--- src/rtl/ntsp_pkg.sv ---
`default_nettype none
package ntsp_pkg;

  // Command codes
  localparam logic [1:0] CMD_TOKEN   = 2'd0;
  localparam logic [1:0] CMD_LITERAL = 2'd1;
  localparam logic [1:0] CMD_FINISH  = 2'd2;

  // Token cases that carry fields after the case nibble
  localparam logic [3:0] CASE_RAW_LEN = 4'd0;
  localparam logic [3:0] CASE_SHORT_3 = 4'd3;
  localparam logic [3:0] CASE_SHORT_4 = 4'd4;
  localparam logic [3:0] CASE_SHORT_5 = 4'd5;
  localparam logic [3:0] CASE_ARG_LO  = 4'd9;
  localparam logic [3:0] CASE_OFS_8   = 4'd10;
  localparam logic [3:0] CASE_OFS_12  = 4'd11;
  localparam logic [3:0] CASE_OFS_16  = 4'd12;
  localparam logic [3:0] CASE_ARG_HI  = 4'd15;

  localparam logic [3:0] LEN_BIAS = 4'd3;

  // Most nibbles one item can carry (a token with a 16-bit offset)
  localparam int NIBS_MAX = 6;

  localparam int LIMIT_W = 17;
  localparam logic [LIMIT_W-1:0] LIMIT_RESET = 17'h10000;

  // Register indexes
  localparam logic REG_OUTPUT_LIMIT = 1'b0;

  typedef struct packed {
    logic                         finish;
    logic [2:0]                   count;
    logic [NIBS_MAX-1:0][3:0]     nibs;
  } ntsp_entry_t;

endpackage
`default_nettype wire

--- src/rtl/ntsp_in_if.sv ---
`default_nettype none
interface ntsp_in_if;
  logic        valid;
  logic        ready;
  logic [1:0]  cmd;
  logic [3:0]  case_code;
  logic [4:0]  run_length;
  logic [15:0] offset_arg;
  logic [7:0]  literal;

  modport source(output valid, cmd, case_code, run_length, offset_arg, literal,
                 input ready);
  modport sink(input valid, cmd, case_code, run_length, offset_arg, literal,
               output ready);
endinterface
`default_nettype wire

--- src/rtl/ntsp_out_if.sv ---
`default_nettype none
interface ntsp_out_if;
  logic       valid;
  logic       ready;
  logic       byte_valid;
  logic [7:0] out_byte;
  logic       overflow;
  logic       last;

  modport source(output valid, byte_valid, out_byte, overflow, last, input ready);
  modport sink(input valid, byte_valid, out_byte, overflow, last, output ready);
endinterface
`default_nettype wire

--- src/rtl/ntsp_front.sv ---
`default_nettype none
module ntsp_front (
  input  wire logic [1:0]         cmd,
  input  wire logic [3:0]         case_code,
  input  wire logic [4:0]         run_length,
  input  wire logic [15:0]        offset_arg,
  input  wire logic [7:0]         literal,
  output ntsp_pkg::ntsp_entry_t   entry
);
  import ntsp_pkg::*;

  logic [3:0] len_m3;

  assign len_m3 = run_length[3:0] - LEN_BIAS;

  // Turn one item into its ordered list of nibbles
  always_comb begin
    entry = '0;
    case (cmd)
      CMD_TOKEN: begin
        entry.nibs[0] = case_code;
        entry.count   = 3'd1;
        case (case_code)
          CASE_RAW_LEN: begin
            entry.nibs[1] = run_length[3:0];
            entry.count   = 3'd2;
          end
          CASE_SHORT_3, CASE_SHORT_4, CASE_SHORT_5: begin
            entry.nibs[1] = len_m3;
            entry.count   = 3'd2;
          end
          CASE_ARG_LO, CASE_ARG_HI: begin
            entry.nibs[1] = offset_arg[3:0];
            entry.count   = 3'd2;
          end
          CASE_OFS_8: begin
            entry.nibs[1] = len_m3;
            entry.nibs[2] = offset_arg[7:4];
            entry.nibs[3] = offset_arg[3:0];
            entry.count   = 3'd4;
          end
          CASE_OFS_12: begin
            entry.nibs[1] = len_m3;
            entry.nibs[2] = offset_arg[11:8];
            entry.nibs[3] = offset_arg[7:4];
            entry.nibs[4] = offset_arg[3:0];
            entry.count   = 3'd5;
          end
          CASE_OFS_16: begin
            entry.nibs[1] = len_m3;
            entry.nibs[2] = offset_arg[15:12];
            entry.nibs[3] = offset_arg[11:8];
            entry.nibs[4] = offset_arg[7:4];
            entry.nibs[5] = offset_arg[3:0];
            entry.count   = 3'd6;
          end
          default: begin
            entry.count = 3'd1;
          end
        endcase
      end
      CMD_LITERAL: begin
        entry.nibs[0] = literal[7:4];
        entry.nibs[1] = literal[3:0];
        entry.count   = 3'd2;
      end
      CMD_FINISH: begin
        // zero byte; the back end adds the pad nibble when half full
        entry.count  = 3'd2;
        entry.finish = 1'b1;
      end
      default: begin
        entry.count = 3'd0;
      end
    endcase
  end
endmodule
`default_nettype wire

--- src/rtl/ntsp_queue.sv ---
`default_nettype none
module ntsp_queue #(
  parameter int DEPTH = 2
) (
  input  wire logic                  clk,
  input  wire logic                  rst,
  input  wire logic                  push,
  input  ntsp_pkg::ntsp_entry_t      push_entry,
  output logic                       not_full,
  input  wire logic                  pop,
  output ntsp_pkg::ntsp_entry_t      pop_entry,
  output logic                       not_empty
);
  import ntsp_pkg::*;

  localparam int PTR_W = (DEPTH > 1) ? $clog2(DEPTH) : 1;
  localparam int CNT_W = $clog2(DEPTH + 1);
  localparam logic [PTR_W-1:0] PTR_LAST = PTR_W'(DEPTH - 1);
  localparam logic [CNT_W-1:0] CNT_FULL = CNT_W'(DEPTH);

  ntsp_entry_t      slots [DEPTH];
  logic [PTR_W-1:0] wr_ptr;
  logic [PTR_W-1:0] rd_ptr;
  logic [CNT_W-1:0] fill;

  assign not_full  = (fill != CNT_FULL);
  assign not_empty = (fill != '0);
  assign pop_entry = slots[rd_ptr];

  always_ff @(posedge clk) begin
    if (push) begin
      slots[wr_ptr] <= push_entry;
    end
  end

  always_ff @(posedge clk) begin
    if (rst) begin
      wr_ptr <= '0;
      rd_ptr <= '0;
      fill   <= '0;
    end else begin
      if (push) begin
        wr_ptr <= (wr_ptr == PTR_LAST) ? '0 : wr_ptr + 1'b1;
      end
      if (pop) begin
        rd_ptr <= (rd_ptr == PTR_LAST) ? '0 : rd_ptr + 1'b1;
      end
      case ({push, pop})
        2'b10:   fill <= fill + 1'b1;
        2'b01:   fill <= fill - 1'b1;
        default: fill <= fill;
      endcase
    end
  end
endmodule
`default_nettype wire

--- src/rtl/ntsp_back.sv ---
`default_nettype none
module ntsp_back (
  input  wire logic                          clk,
  input  wire logic                          rst,
  input  wire logic [ntsp_pkg::LIMIT_W-1:0]  limit,
  input  wire logic                          entry_valid,
  input  ntsp_pkg::ntsp_entry_t              entry,
  output logic                               entry_pop,
  output logic                               out_valid,
  input  wire logic                          out_ready,
  output logic                               byte_valid,
  output logic [7:0]                         out_byte,
  output logic                               overflow,
  output logic                               last
);
  import ntsp_pkg::*;

  // Stream state
  logic [LIMIT_W-1:0] bytes_written;
  logic               half_full;
  logic [3:0]         pending_high_nibble;
  logic               overflow_seen;

  // Result job being handed out
  logic               job_valid;
  logic [2:0][7:0]    job_bytes;
  logic [1:0]         job_count;
  logic [1:0]         job_idx;
  logic               job_flag;

  logic [LIMIT_W:0]   diff;
  logic [2:0]         room;
  logic [3:0]         cap;
  logic [2:0]         n_eff;
  logic               too_many;
  logic [2:0]         w;
  logic [2:0]         t;
  logic [3:0]         s [7];
  logic [3:0]         tail;
  logic [2:0][7:0]    new_bytes;
  logic               job_last;

  // Byte room left before the limit, capped: an item never needs more than 4
  assign diff = {1'b0, limit} - {1'b0, bytes_written};

  always_comb begin
    if (diff[LIMIT_W] || diff == '0) begin
      room = 3'd0;
    end else if (diff[LIMIT_W-1:2] != '0) begin
      room = 3'd4;
    end else begin
      room = {1'b0, diff[1:0]};
    end
  end

  assign cap      = (room == 3'd0) ? 4'd0 : {room, 1'b0} - {3'd0, half_full};
  assign n_eff    = entry.count + {2'd0, entry.finish & half_full};
  assign too_many = ({1'b0, n_eff} > cap);
  assign w        = overflow_seen ? 3'd0 : (too_many ? cap[2:0] : n_eff);
  assign t        = w + {2'd0, half_full};

  // Nibble stream of this item, with the held high nibble in front
  always_comb begin
    s[0] = half_full ? pending_high_nibble : entry.nibs[0];
    for (int i = 1; i < NIBS_MAX; i++) begin
      s[i] = half_full ? entry.nibs[i-1] : entry.nibs[i];
    end
    s[6] = half_full ? entry.nibs[NIBS_MAX-1] : 4'd0;
    for (int j = 0; j < 3; j++) begin
      new_bytes[j] = {s[2*j], s[2*j+1]};
    end
    case (t)
      3'd1:    tail = s[0];
      3'd3:    tail = s[2];
      3'd5:    tail = s[4];
      3'd7:    tail = s[6];
      default: tail = pending_high_nibble;
    endcase
  end

  assign job_last  = (job_count == 2'd0) || (job_idx == job_count - 2'd1);
  assign entry_pop = entry_valid && (!job_valid || (out_ready && job_last));

  assign out_valid  = job_valid;
  assign byte_valid = (job_count != 2'd0);
  assign out_byte   = byte_valid ? job_bytes[job_idx] : 8'd0;
  assign overflow   = job_flag;
  assign last       = job_last;

  always_ff @(posedge clk) begin
    if (entry_pop) begin
      job_bytes <= new_bytes;
      job_count <= t[2:1];
      job_flag  <= overflow_seen | too_many;
    end
  end

  always_ff @(posedge clk) begin
    if (rst) begin
      bytes_written       <= '0;
      half_full           <= 1'b0;
      pending_high_nibble <= 4'd0;
      overflow_seen       <= 1'b0;
      job_valid           <= 1'b0;
      job_idx             <= 2'd0;
    end else begin
      if (entry_pop) begin
        if (entry.finish) begin
          bytes_written       <= '0;
          half_full           <= 1'b0;
          pending_high_nibble <= 4'd0;
          overflow_seen       <= 1'b0;
        end else begin
          bytes_written       <= bytes_written + LIMIT_W'(t[2:1]);
          half_full           <= t[0];
          pending_high_nibble <= t[0] ? tail : pending_high_nibble;
          overflow_seen       <= overflow_seen | too_many;
        end
      end
      if (entry_pop) begin
        job_valid <= 1'b1;
        job_idx   <= 2'd0;
      end else if (job_valid && out_ready) begin
        if (job_last) begin
          job_valid <= 1'b0;
        end else begin
          job_idx <= job_idx + 2'd1;
        end
      end
    end
  end
endmodule
`default_nettype wire

--- src/rtl/nibble_token_stream_packer_core.sv ---
`default_nettype none
// Channel   Dir  Payload                                        Moves
// tokens    in   cmd, case_code, run_length, offset_arg, literal one item per command
// stream    out  byte_valid, out_byte, overflow, last           one item per result
//
// Each input item yields max(1, bytes completed) output items, one per cycle
// while the receiver is ready. A new item enters the queue every cycle while
// the queue has room, also while results wait.
// Reset (rst, synchronous) empties the queue, drops any result, clears the
// stream state and sets output_limit to 65536. No clearing pass.
module nibble_token_stream_packer_core #(
  parameter int QUEUE_DEPTH = 2
) (
  input  wire logic        clk,
  input  wire logic        rst,
  ntsp_in_if.sink          tokens,
  ntsp_out_if.source       stream,
  input  wire logic        psel,
  input  wire logic        penable,
  input  wire logic        pwrite,
  input  wire logic [2:0]  paddr,
  input  wire logic [31:0] pwdata,
  output logic [31:0]      prdata,
  output logic             pready
);
  import ntsp_pkg::*;

  logic [LIMIT_W-1:0] output_limit;
  ntsp_entry_t        front_entry;
  ntsp_entry_t        queue_entry;
  logic               queue_not_full;
  logic               queue_not_empty;
  logic               queue_pop;
  logic               push;
  logic               cfg_write;

  // Configuration: one register at byte address 0
  assign pready    = 1'b1;
  assign cfg_write = psel && penable && pwrite && (paddr[2] == REG_OUTPUT_LIMIT);
  assign prdata    = (paddr[2] == REG_OUTPUT_LIMIT) ?
                     {{(32-LIMIT_W){1'b0}}, output_limit} : 32'd0;

  always_ff @(posedge clk) begin
    if (rst) begin
      output_limit <= LIMIT_RESET;
    end else if (cfg_write) begin
      output_limit <= pwdata[LIMIT_W-1:0];
    end
  end

  // Front: classify the item into its nibble list
  ntsp_front u_front (
    .cmd        (tokens.cmd),
    .case_code  (tokens.case_code),
    .run_length (tokens.run_length),
    .offset_arg (tokens.offset_arg),
    .literal    (tokens.literal),
    .entry      (front_entry)
  );

  // Accept whenever the queue has a free slot
  assign tokens.ready = queue_not_full;
  assign push         = tokens.valid && queue_not_full;

  ntsp_queue #(
    .DEPTH (QUEUE_DEPTH)
  ) u_queue (
    .clk        (clk),
    .rst        (rst),
    .push       (push),
    .push_entry (front_entry),
    .not_full   (queue_not_full),
    .pop        (queue_pop),
    .pop_entry  (queue_entry),
    .not_empty  (queue_not_empty)
  );

  // Back: apply limit check, pack nibbles, hand out result items
  ntsp_back u_back (
    .clk         (clk),
    .rst         (rst),
    .limit       (output_limit),
    .entry_valid (queue_not_empty),
    .entry       (queue_entry),
    .entry_pop   (queue_pop),
    .out_valid   (stream.valid),
    .out_ready   (stream.ready),
    .byte_valid  (stream.byte_valid),
    .out_byte    (stream.out_byte),
    .overflow    (stream.overflow),
    .last        (stream.last)
  );
endmodule
`default_nettype wire

--- src/flat_wrapper.sv ---
// flat-port wrapper written by rule: the top's interface ports become plain ports
module nibble_token_stream_packer_core_flat import ntsp_pkg::*;
#(
  parameter int QUEUE_DEPTH = 2
)
  (clk, rst, psel, penable, pwrite, paddr, pwdata, prdata, pready, tokens_valid, tokens_cmd, tokens_case_code, tokens_run_length, tokens_offset_arg, tokens_literal, tokens_ready, stream_valid, stream_byte_valid, stream_out_byte, stream_overflow, stream_last, stream_ready);
  ntsp_in_if tokens_i ();
  ntsp_out_if stream_i ();
  input  wire logic clk;
  input  wire logic rst;
  input  wire logic psel;
  input  wire logic penable;
  input  wire logic pwrite;
  input  wire logic [2:0] paddr;
  input  wire logic [31:0] pwdata;
  output logic [31:0] prdata;
  output logic pready;
  input wire logic [$bits(tokens_i.valid)-1:0] tokens_valid;
  input wire logic [$bits(tokens_i.cmd)-1:0] tokens_cmd;
  input wire logic [$bits(tokens_i.case_code)-1:0] tokens_case_code;
  input wire logic [$bits(tokens_i.run_length)-1:0] tokens_run_length;
  input wire logic [$bits(tokens_i.offset_arg)-1:0] tokens_offset_arg;
  input wire logic [$bits(tokens_i.literal)-1:0] tokens_literal;
  output wire logic [$bits(tokens_i.ready)-1:0] tokens_ready;
  output wire logic [$bits(stream_i.valid)-1:0] stream_valid;
  output wire logic [$bits(stream_i.byte_valid)-1:0] stream_byte_valid;
  output wire logic [$bits(stream_i.out_byte)-1:0] stream_out_byte;
  output wire logic [$bits(stream_i.overflow)-1:0] stream_overflow;
  output wire logic [$bits(stream_i.last)-1:0] stream_last;
  input wire logic [$bits(stream_i.ready)-1:0] stream_ready;
  assign tokens_i.valid = tokens_valid;
  assign tokens_i.cmd = tokens_cmd;
  assign tokens_i.case_code = tokens_case_code;
  assign tokens_i.run_length = tokens_run_length;
  assign tokens_i.offset_arg = tokens_offset_arg;
  assign tokens_i.literal = tokens_literal;
  assign tokens_ready = tokens_i.ready;
  assign stream_valid = stream_i.valid;
  assign stream_byte_valid = stream_i.byte_valid;
  assign stream_out_byte = stream_i.out_byte;
  assign stream_overflow = stream_i.overflow;
  assign stream_last = stream_i.last;
  assign stream_i.ready = stream_ready;
  nibble_token_stream_packer_core #(.QUEUE_DEPTH(QUEUE_DEPTH)) u_core (.clk(clk), .rst(rst), .tokens(tokens_i), .stream(stream_i), .psel(psel), .penable(penable), .pwrite(pwrite), .paddr(paddr), .pwdata(pwdata), .prdata(prdata), .pready(pready));
endmodule
--- config.mk ---
export PLATFORM = sky130hd
export DESIGN_NAME = nibble_token_stream_packer_core_flat
export DESIGN_NICKNAME = d
export VERILOG_FILES = /design/src/rtl/ntsp_pkg.sv /design/src/rtl/ntsp_in_if.sv /design/src/rtl/ntsp_out_if.sv /design/src/rtl/ntsp_front.sv /design/src/rtl/ntsp_queue.sv /design/src/rtl/ntsp_back.sv /design/src/rtl/nibble_token_stream_packer_core.sv /design/src/flat_wrapper.sv
export SDC_FILE = /design/constraint.sdc
export NUM_CORES = 1
export LEC_CHECK = 0
export ABC_AREA = 1
export BUFFER_PORTS_ARGS = -buffer_cell sky130_fd_sc_hd__buf_2
export CAP_MARGIN = 20
export CELL_PAD_IN_SITES_DETAIL_PLACEMENT = 1
export CELL_PAD_IN_SITES_GLOBAL_PLACEMENT = 1
export CORE_ASPECT_RATIO = 1.25
export CORE_MARGIN = 5
export CORE_UTILIZATION = 46
export CTS_CLUSTER_DIAMETER = 40
export DETAILED_ROUTE_END_ITERATION = 8
export GPL_ROUTABILITY_DRIVEN = 0
export HOLD_SLACK_MARGIN = 0.08
export PLACE_DENSITY = 0.9
export SLEW_MARGIN = 20
export SYNTH_ARGS = -nofsm -noshare
export SYNTH_HDL_FRONTEND = slang
export SYNTH_SLANG_ARGS = --single-unit
--- constraint.sdc ---
create_clock -name clk -period 9.8 [get_ports clk]
set_input_delay 0.98 -clock clk [delete_from_list [all_inputs] [get_ports clk]]
set_output_delay 0.98 -clock clk [all_outputs]
set_load 0.05 [all_outputs]
# [Yosys cells after proc, flatten, opt, wreduce, memory -nomap -nowiden]
# Memories as Yosys holds them, arrays and structs flattened. A register that Yosys moved wholly into a read port is not among the register bits.
# Cells that the tools add are included.
[word_totals] ram_bits=56 reg_bits=74 out_inout_bits=46 wordCells=125 mem_count=1 input_bits=77
[memory_table] name="u_core.u_queue.slots" words=2 width=28 rd=1 rd_clocked_by_memory_dff=1 write_ports=1 line="ntsp_queue.sv:21" rtl="ntsp_entry_t slots [DEPTH];"
[op_classes] n_bitwise=4 eq_ne=18 reduce_logical=32 n_lt_le_gt_ge=2 n_mux=41 add_sub_neg=12
[ops] cell="4-bit two-way mux" count=11
[ops] cell="17-bit two-way mux" count=2
[ops] cell="8-bit one-hot mux with 3 select lines" count=1
[ops] cell="4-bit == test (second input constant)" count=5
[ops] cell="18-bit zero test" count=1
[ops] cell="17-bit by 17-bit subtractor with 18-bit output" count=1
[ops] cell="17-bit by 2-bit adder with 17-bit output" count=1
[ops] cell="8-bit binary-select mux with 2-bit select" count=1
[ops] cell="16-bit two-way mux" count=1
[ops] cell="8-bit two-way mux" count=2
[ops] cell="4-bit one-hot mux with 4 select lines" count=1
[ops] cell="8-bit one-hot mux with 2 select lines" count=1
[ops] cell="15-bit nonzero test" count=1
[ops] cell="1-bit two-way mux" count=12
[ops] cell="3-bit two-way mux" count=4
[ops] cell="3-bit one-hot mux with 4 select lines" count=1
[ops] cell="4-bit one-hot mux with 3 select lines" count=1
[ops] cell="2-bit nonzero test" count=6
[ops] cell="6-bit OR reduction" count=2
[ops] cell="4-bit by 3-bit == test with 1-bit output (second input constant)" count=2
[ops] cell="4-bit one-hot mux with 2 select lines" count=1
[ops] cell="1-bit logical AND" count=7
[ops] cell="3-bit by 1-bit adder with 3-bit output" count=2
[ops] cell="3-bit == test (second input constant)" count=2
[ops] cell="other kinds (28)" count=40

# [Depth between registers and ports, before layout]
[logic_depth] ltp_word=14 ltp_mapped=48 depth_no_buf=47

# [Cells and area by module]
# Synthesis repeated with hierarchy kept, for this count alone.
[hier_totals] hier_cells=1116 area_unflattened_um2=8508.2
[modules_own_cells] module="ntsp_back" cells_per_inst=667 area_per_inst_um2=4334.2 instances=1 seq_area_each_um2=1331.3
[modules_own_cells] module="ntsp_queue" cells_per_inst=119 area_per_inst_um2=2347.3 instances=1 seq_area_each_um2=1781.7
[modules_own_cells] module="nibble_token_stream_packer_core" cells_per_inst=168 area_per_inst_um2=1104.8 instances=1 seq_area_each_um2=340.3
[modules_own_cells] module="ntsp_front" cells_per_inst=162 area_per_inst_um2=721.9 instances=1 seq_area_each_um2=0.0

# [Worst setup path before layout]
# OpenSTA, ideal clock, no wires.
[synth_timing] path_type="register -> register" startpoint="register u_core.output_limit[0]" endpoint="register u_core.u_back.bytes_written[15]" setup_slack_ns=3.915 period_less_slack_ns=5.885 path_buffers=1 t_arrival_ns=5.806 required_ns=9.722 setup_time_ns=0.078 path_stages_with_launch=46 path_cell_list="dfxtp_1 inv_1 ha_1 fa_1 inv_1 nand3_1 nand2_2 nand2_1 nand2_1 nand2_1 nand2_1 nand3_1 nor2_4 nand2_1 nor3_1 nand2_1 ha_1 or2_2 [10 not listed] nand4_1 nand2_2 buf_6 ha_1 a21oi_1 nor2_1 inv_1 nor3_2 nand3_1 nor2_1 inv_2 nor2_1 inv_1 nor3_2 nand4_1 nor2_1 a21oi_1 nor3_1"
[synth_via] elab_chain_cells=12 word_cells_on_any_way=15 classes_between="add/sub (4); order compare (1); mux (6); reduce/logical (4)"
[synth_lines] element="start, declared" line="nibble_token_stream_packer_core.sv:28" rtl="logic [LIMIT_W-1:0] output_limit;"
[synth_lines] element="start signal, assigned" line="nibble_token_stream_packer_core.sv:47" rtl="output_limit <= pwdata[LIMIT_W-1:0];"
[synth_lines] element="17-bit by 17-bit subtractor with 18-bit output (*)" line="ntsp_back.sv:44" rtl="assign diff = {1'b0, limit} - {1'b0, bytes_written};"
[synth_lines] element="15-bit nonzero test / 18-bit zero test (equally long branches)" line="ntsp_back.sv:49, ntsp_back.sv:47"
[synth_lines] element="3-bit two-way mux / 1-bit logical OR (equally long branches)" line="ntsp_back.sv:49, ntsp_back.sv:47"
[synth_lines] element="3-bit two-way mux (*)" line="ntsp_back.sv:47" rtl="if (diff[LIMIT_W] || diff == '0) begin"
[synth_lines] element="4-bit by 1-bit subtractor with 4-bit output / 3-bit zero test (equally long branches)" line="ntsp_back.sv:56" rtl="assign cap = (room == 3'd0) ? 4'd0 : {room, 1'b0} - {3'd0, half_full};"
[synth_lines] element="4-bit two-way mux (*)" line="ntsp_back.sv:56"
[synth_lines] element="3-bit by 4-bit > comparator with 1-bit output" line="ntsp_back.sv:58" rtl="assign too_many = ({1'b0, n_eff} > cap);"
[synth_lines] element="3-bit two-way mux (*) (2 in a row)" line="ntsp_back.sv:59" rtl="assign w = overflow_seen ? 3'd0 : (too_many ? cap[2:0] : n_eff);"
[synth_lines] element="3-bit by 1-bit adder with 3-bit output (*)" line="ntsp_back.sv:60" rtl="assign t = w + {2'd0, half_full};"
[synth_lines] element="net u_core.u_back.t[2]" line="ntsp_back.sv:37" rtl="logic [2:0] t;"
[synth_lines] element="17-bit by 2-bit adder with 17-bit output (*)" line="ntsp_back.sv:114" rtl="bytes_written <= bytes_written + LIMIT_W'(t[2:1]);"
[synth_lines] element="17-bit two-way mux (*)" line="ntsp_back.sv:108" rtl="if (entry.finish) begin"
[synth_lines] element="end signal, assigned" line="ntsp_back.sv:114"
[synth_lines] element="end, declared" line="ntsp_back.sv:19" rtl="logic [LIMIT_W-1:0] bytes_written;"
# The timed path passes the listed nets; every way through them passes the cells marked *.
# A chain may end at the register's enable or synchronous reset.

# [Worst setup path after layout]
[layout_timing] startpoint="register u_core.output_limit[0]" endpoint="register u_core.u_back.bytes_written[16]"
# The elaborated chain is that of the path after synthesis.

==> results.tsv <==
stage	metric	value	unit
run_status	outcome	complete, no violations	
setup_path	crit_start	u_core.output_limit[0]	
timing	setup_viol	0	
logic_synthesis	synth_edf_count	83	
pwr	finalPower	2.67	mW
final_layout	syn2layout_area_growth	14.7	%
floorplan	initial_utilization	46.3	%
cts	worst_skew_pair.late_latency	440	ps
global_route	antenna_found_initial	0	
cts	cts_tree	yes	
setup_path	worstSetupPathType	reg -> reg	
timing	drv_slew	0	
logic_synthesis	synth_top_area_share	31.1	%
setup_path	slowest_stage	fa_1	
floorplan	rows	54	
setup_path	reg2reg_depth	40	
place	dp_hpwl	17500	microns
timing	grt_setup_unrepaired	no	
logic_synthesis	postSynthAreaPerCell	7.79	sq um
global_route	grt_pass1_vias	7893	
routing	dr.pass1.iters	5	
cts	clock-root-buffer	clkbuf_16	
floorplan	ios	123	
cts	clockBufferDepth	2	
global_route	grtUsageTotal	24.3	%
global_route	grt_pass1_wl	38800	microns
setup_path	max_stage_delay	430	ps
floorplan	die_y	158	microns
final_layout	num-nets-final	1227	
global_route	grt_max_degree	36	
global_route	grt_overflow	0	
setup_path	cp-start-kind	flop	
setup_path	r2r_slack	2450	ps
routing	ant_nets	0	
setup_path	cp.arrival	7670	ps
logic_synthesis	yosysTopAreaCell	edfxtp_1	
final_layout	diodes	0	
place	place_ws	2740	ps
worst_hold_path	hold_path_class	reg -> reg	
floorplan	die_w	128	microns
timing	fin_crit	7350	ps
routing	drt_iter0_markers	425	
pwr	ir_drop	0.000180	V
setup_path	cpMostUsedCell	nand2_1	
floorplan	core_area	0.0173	sq mm
final_layout	fin_util	53.1	%
timing	hold_violations	0	
cts	post-cts-setup-buffers	0	
place	port_buffers	88	
setup_path	cp-endpoint	u_core.u_back.bytes_written[16]	
cts	clkSinkCount	131	
setup_path	critPathMaxFanout	4	
logic_synthesis	synth_warnings	0	
logic_synthesis	synthCells	1028	
logic_synthesis	ys_ff_latch	131	
job	drv_cap	0	
routing	route.vias.total	7343	
setup_path	end_kind	flop	
routing	vias_per_cell	5.44	
timing	setup-tns-final	0	ps
timing	hold_slack	477	ps
logic_synthesis	synth.distinct_cells	45	
logic_synthesis	synth_area_leaders	edfxtp_1 (31%), dfxtp_1 (12%), nand2_1 (9.8%)	
logic_synthesis	syn_area	0.00801	sq mm
logic_synthesis	ys.flop_type	edfxtp_1	
timing	fin_skew	11.1	ps
cts	clk_pin_slew	60	ps
routing	wl_per_cell	17.9	microns
cts	holdBufCountCts	0	
setup_path	r2r_start	u_core.output_limit[0]	
logic_synthesis	async_flop_share	0	%
pwr	p_per_area	290	mW/mm^2
routing	totalWireLength	24100	microns
timing	fin_crit_sh	75.0	%
final_layout	drive_above_1_share	14.8	%
setup_path	required	10120	ps
timing	relSlewSlack	37.8	%
timing	setup_slack	2450	ps
timing	timing.fmax	136	MHz
floorplan	dieArea	0.0202	sq mm
cts	ctsResizeCount	0	
timing	worst_pin_slew	931	ps
setup_path	r2r-end	u_core.u_back.bytes_written[16]	
cts	htreeDepth	4	
cts	numCtsBuffers	17	
routing	post-route-drc-count	0	
pwr	total_leakage_power	4.26	nW
logic_synthesis	seq_area_frac_synth	43.1	%
## cells in the mapped netlist (3+ instances only)
master and n:
nand3_1 55, buf_4 16, nand4_1 13, clkbuf_1 20
a211oi_1 4, nor2_1 93, nor3_2 3, nor3b_1 9
edfxtp_1 83, nand2_2 12, nor4_1 4, nor2_2 11
o22ai_1 14, dfxtp_1 48, inv_2 6, mux2i_1 28
and2_1 4, nand2_1 210, ha_1 35, inv_1 175
o21ai_0 75, xnor2_1 4, nor3_1 15, a21oi_1 60
## worst min path at each step
stage,slack [ps],end,from,depth (start not counted)
after floorplan,430,flop,u_core.u_queue.rd_ptr,1
after global placement,430,flop,u_core.u_queue.rd_ptr,1
after detailed placement,450,u_core.u_queue.rd_ptr,u_core.u_queue.rd_ptr,1
after CTS,480,u_core.u_back.pending_high_nibble[2],u_core.u_back.pending_high_nibble[2],2
after global routing,490,u_core.u_back.pending_high_nibble[0],u_core.u_back.pending_high_nibble[0],2
final,480,u_core.u_back.pending_high_nibble[2],u_core.u_back.pending_high_nibble[2],2
## layout by cell type (no fill, tap or decap), types with 6 or more instances in the layout
cell type and instances:
nor2_1 91, nor2_2 13, a21oi_1 60, conb_1 16, clkbuf_16 17, nor3b_1 9
buf_2 88, dfxtp_1 48, nor3_1 15, o22ai_1 14, ha_1 35, inv_1 175
edfxtp_1 83, nand3_1 55, mux2i_1 28, o21ai_0 75, nand2_1 210, nand4_1 13
inv_6 6, inv_2 6, nand2_2 12
## power by group
| part | switching (mW) | internal (mW) | total (mW) |
|---|---|---|---|
| Sequential | 0.0641 | 0.746 | 0.810 |
| Clock | 0.287 | 0.361 | 0.648 |
| Combinational | 0.873 | 0.335 | 1.21 |
## critical path: cells and delay by family (launching register included)
kind / cells / cell delay, ps
and+or+nand+nor: 24 / 3490
adders and majority gates: 8 / 2440
AOI/OAI and AO/OA: 4 / 650
buffers and inverters: 4 / 370
DFF: 1 / 300
## cell families (layout without fill, tap and decap cells)
group | after synthesis | count (layout) | synth area share [%]
simple gates | 436 | 436 | 24.0
buf+inv | 222 | 306 | 11.4
compound gates | 166 | 166 | 11.3
flops | 131 | 131 | 43.1
fa+ha+maj | 37 | 37 | 5.97
mux | 28 | 28 | 3.50
xor+xnor | 6 | 6 | 0.656
other cells | 2 | 16 | 0.0937
## registers in the layout, summed over array words and instances, names as in the netlist, 2 cells and up, named ones only
| name | flops |
|---|---|
| u_core.output_limit | 17 |
| u_core.u_queue.slots | 56 |
| u_core.u_back.bytes_written | 17 |
| u_core.u_back.job_count | 2 |
| u_core.u_back.job_bytes | 24 |
| u_core.u_queue.fill | 2 |
| u_core.u_back.job_idx | 2 |
| u_core.u_back.pending_high_nibble | 4 |
## layout make-up
| cell class | count | area [sq um] |
|---|---|---|
| sequential | 131 | 3450 |
| fill | 2194 | 8110 |
| inverter | 181 | 679 |
| multi-input combinational | 689 | 3710 |
| clock inverter | 15 | 165 |
| tap | 224 | 280 |
| clock buffer | 17 | 425 |
| timing repair buffer | 93 | 478 |
## per-layer routing
layer  routed length, microns  vias up  track usage [%]
li1                         -     3509                -
met1                     9190     3517             25.6
met2                    12700      238             46.1
met3                     1280       79             4.68
met4                      941        0             11.4
met5                        0        -                0
## through the flow
step | instances | instance area, sq um
global route | 1350 | 9190
detailed placement | 1318 | 8600
floorplan | 1042 | 8060
CTS | 1350 | 9190
global placement | 1318 | 8600
finish | 1350 | 9190
(Power assumes the default switching activity.)
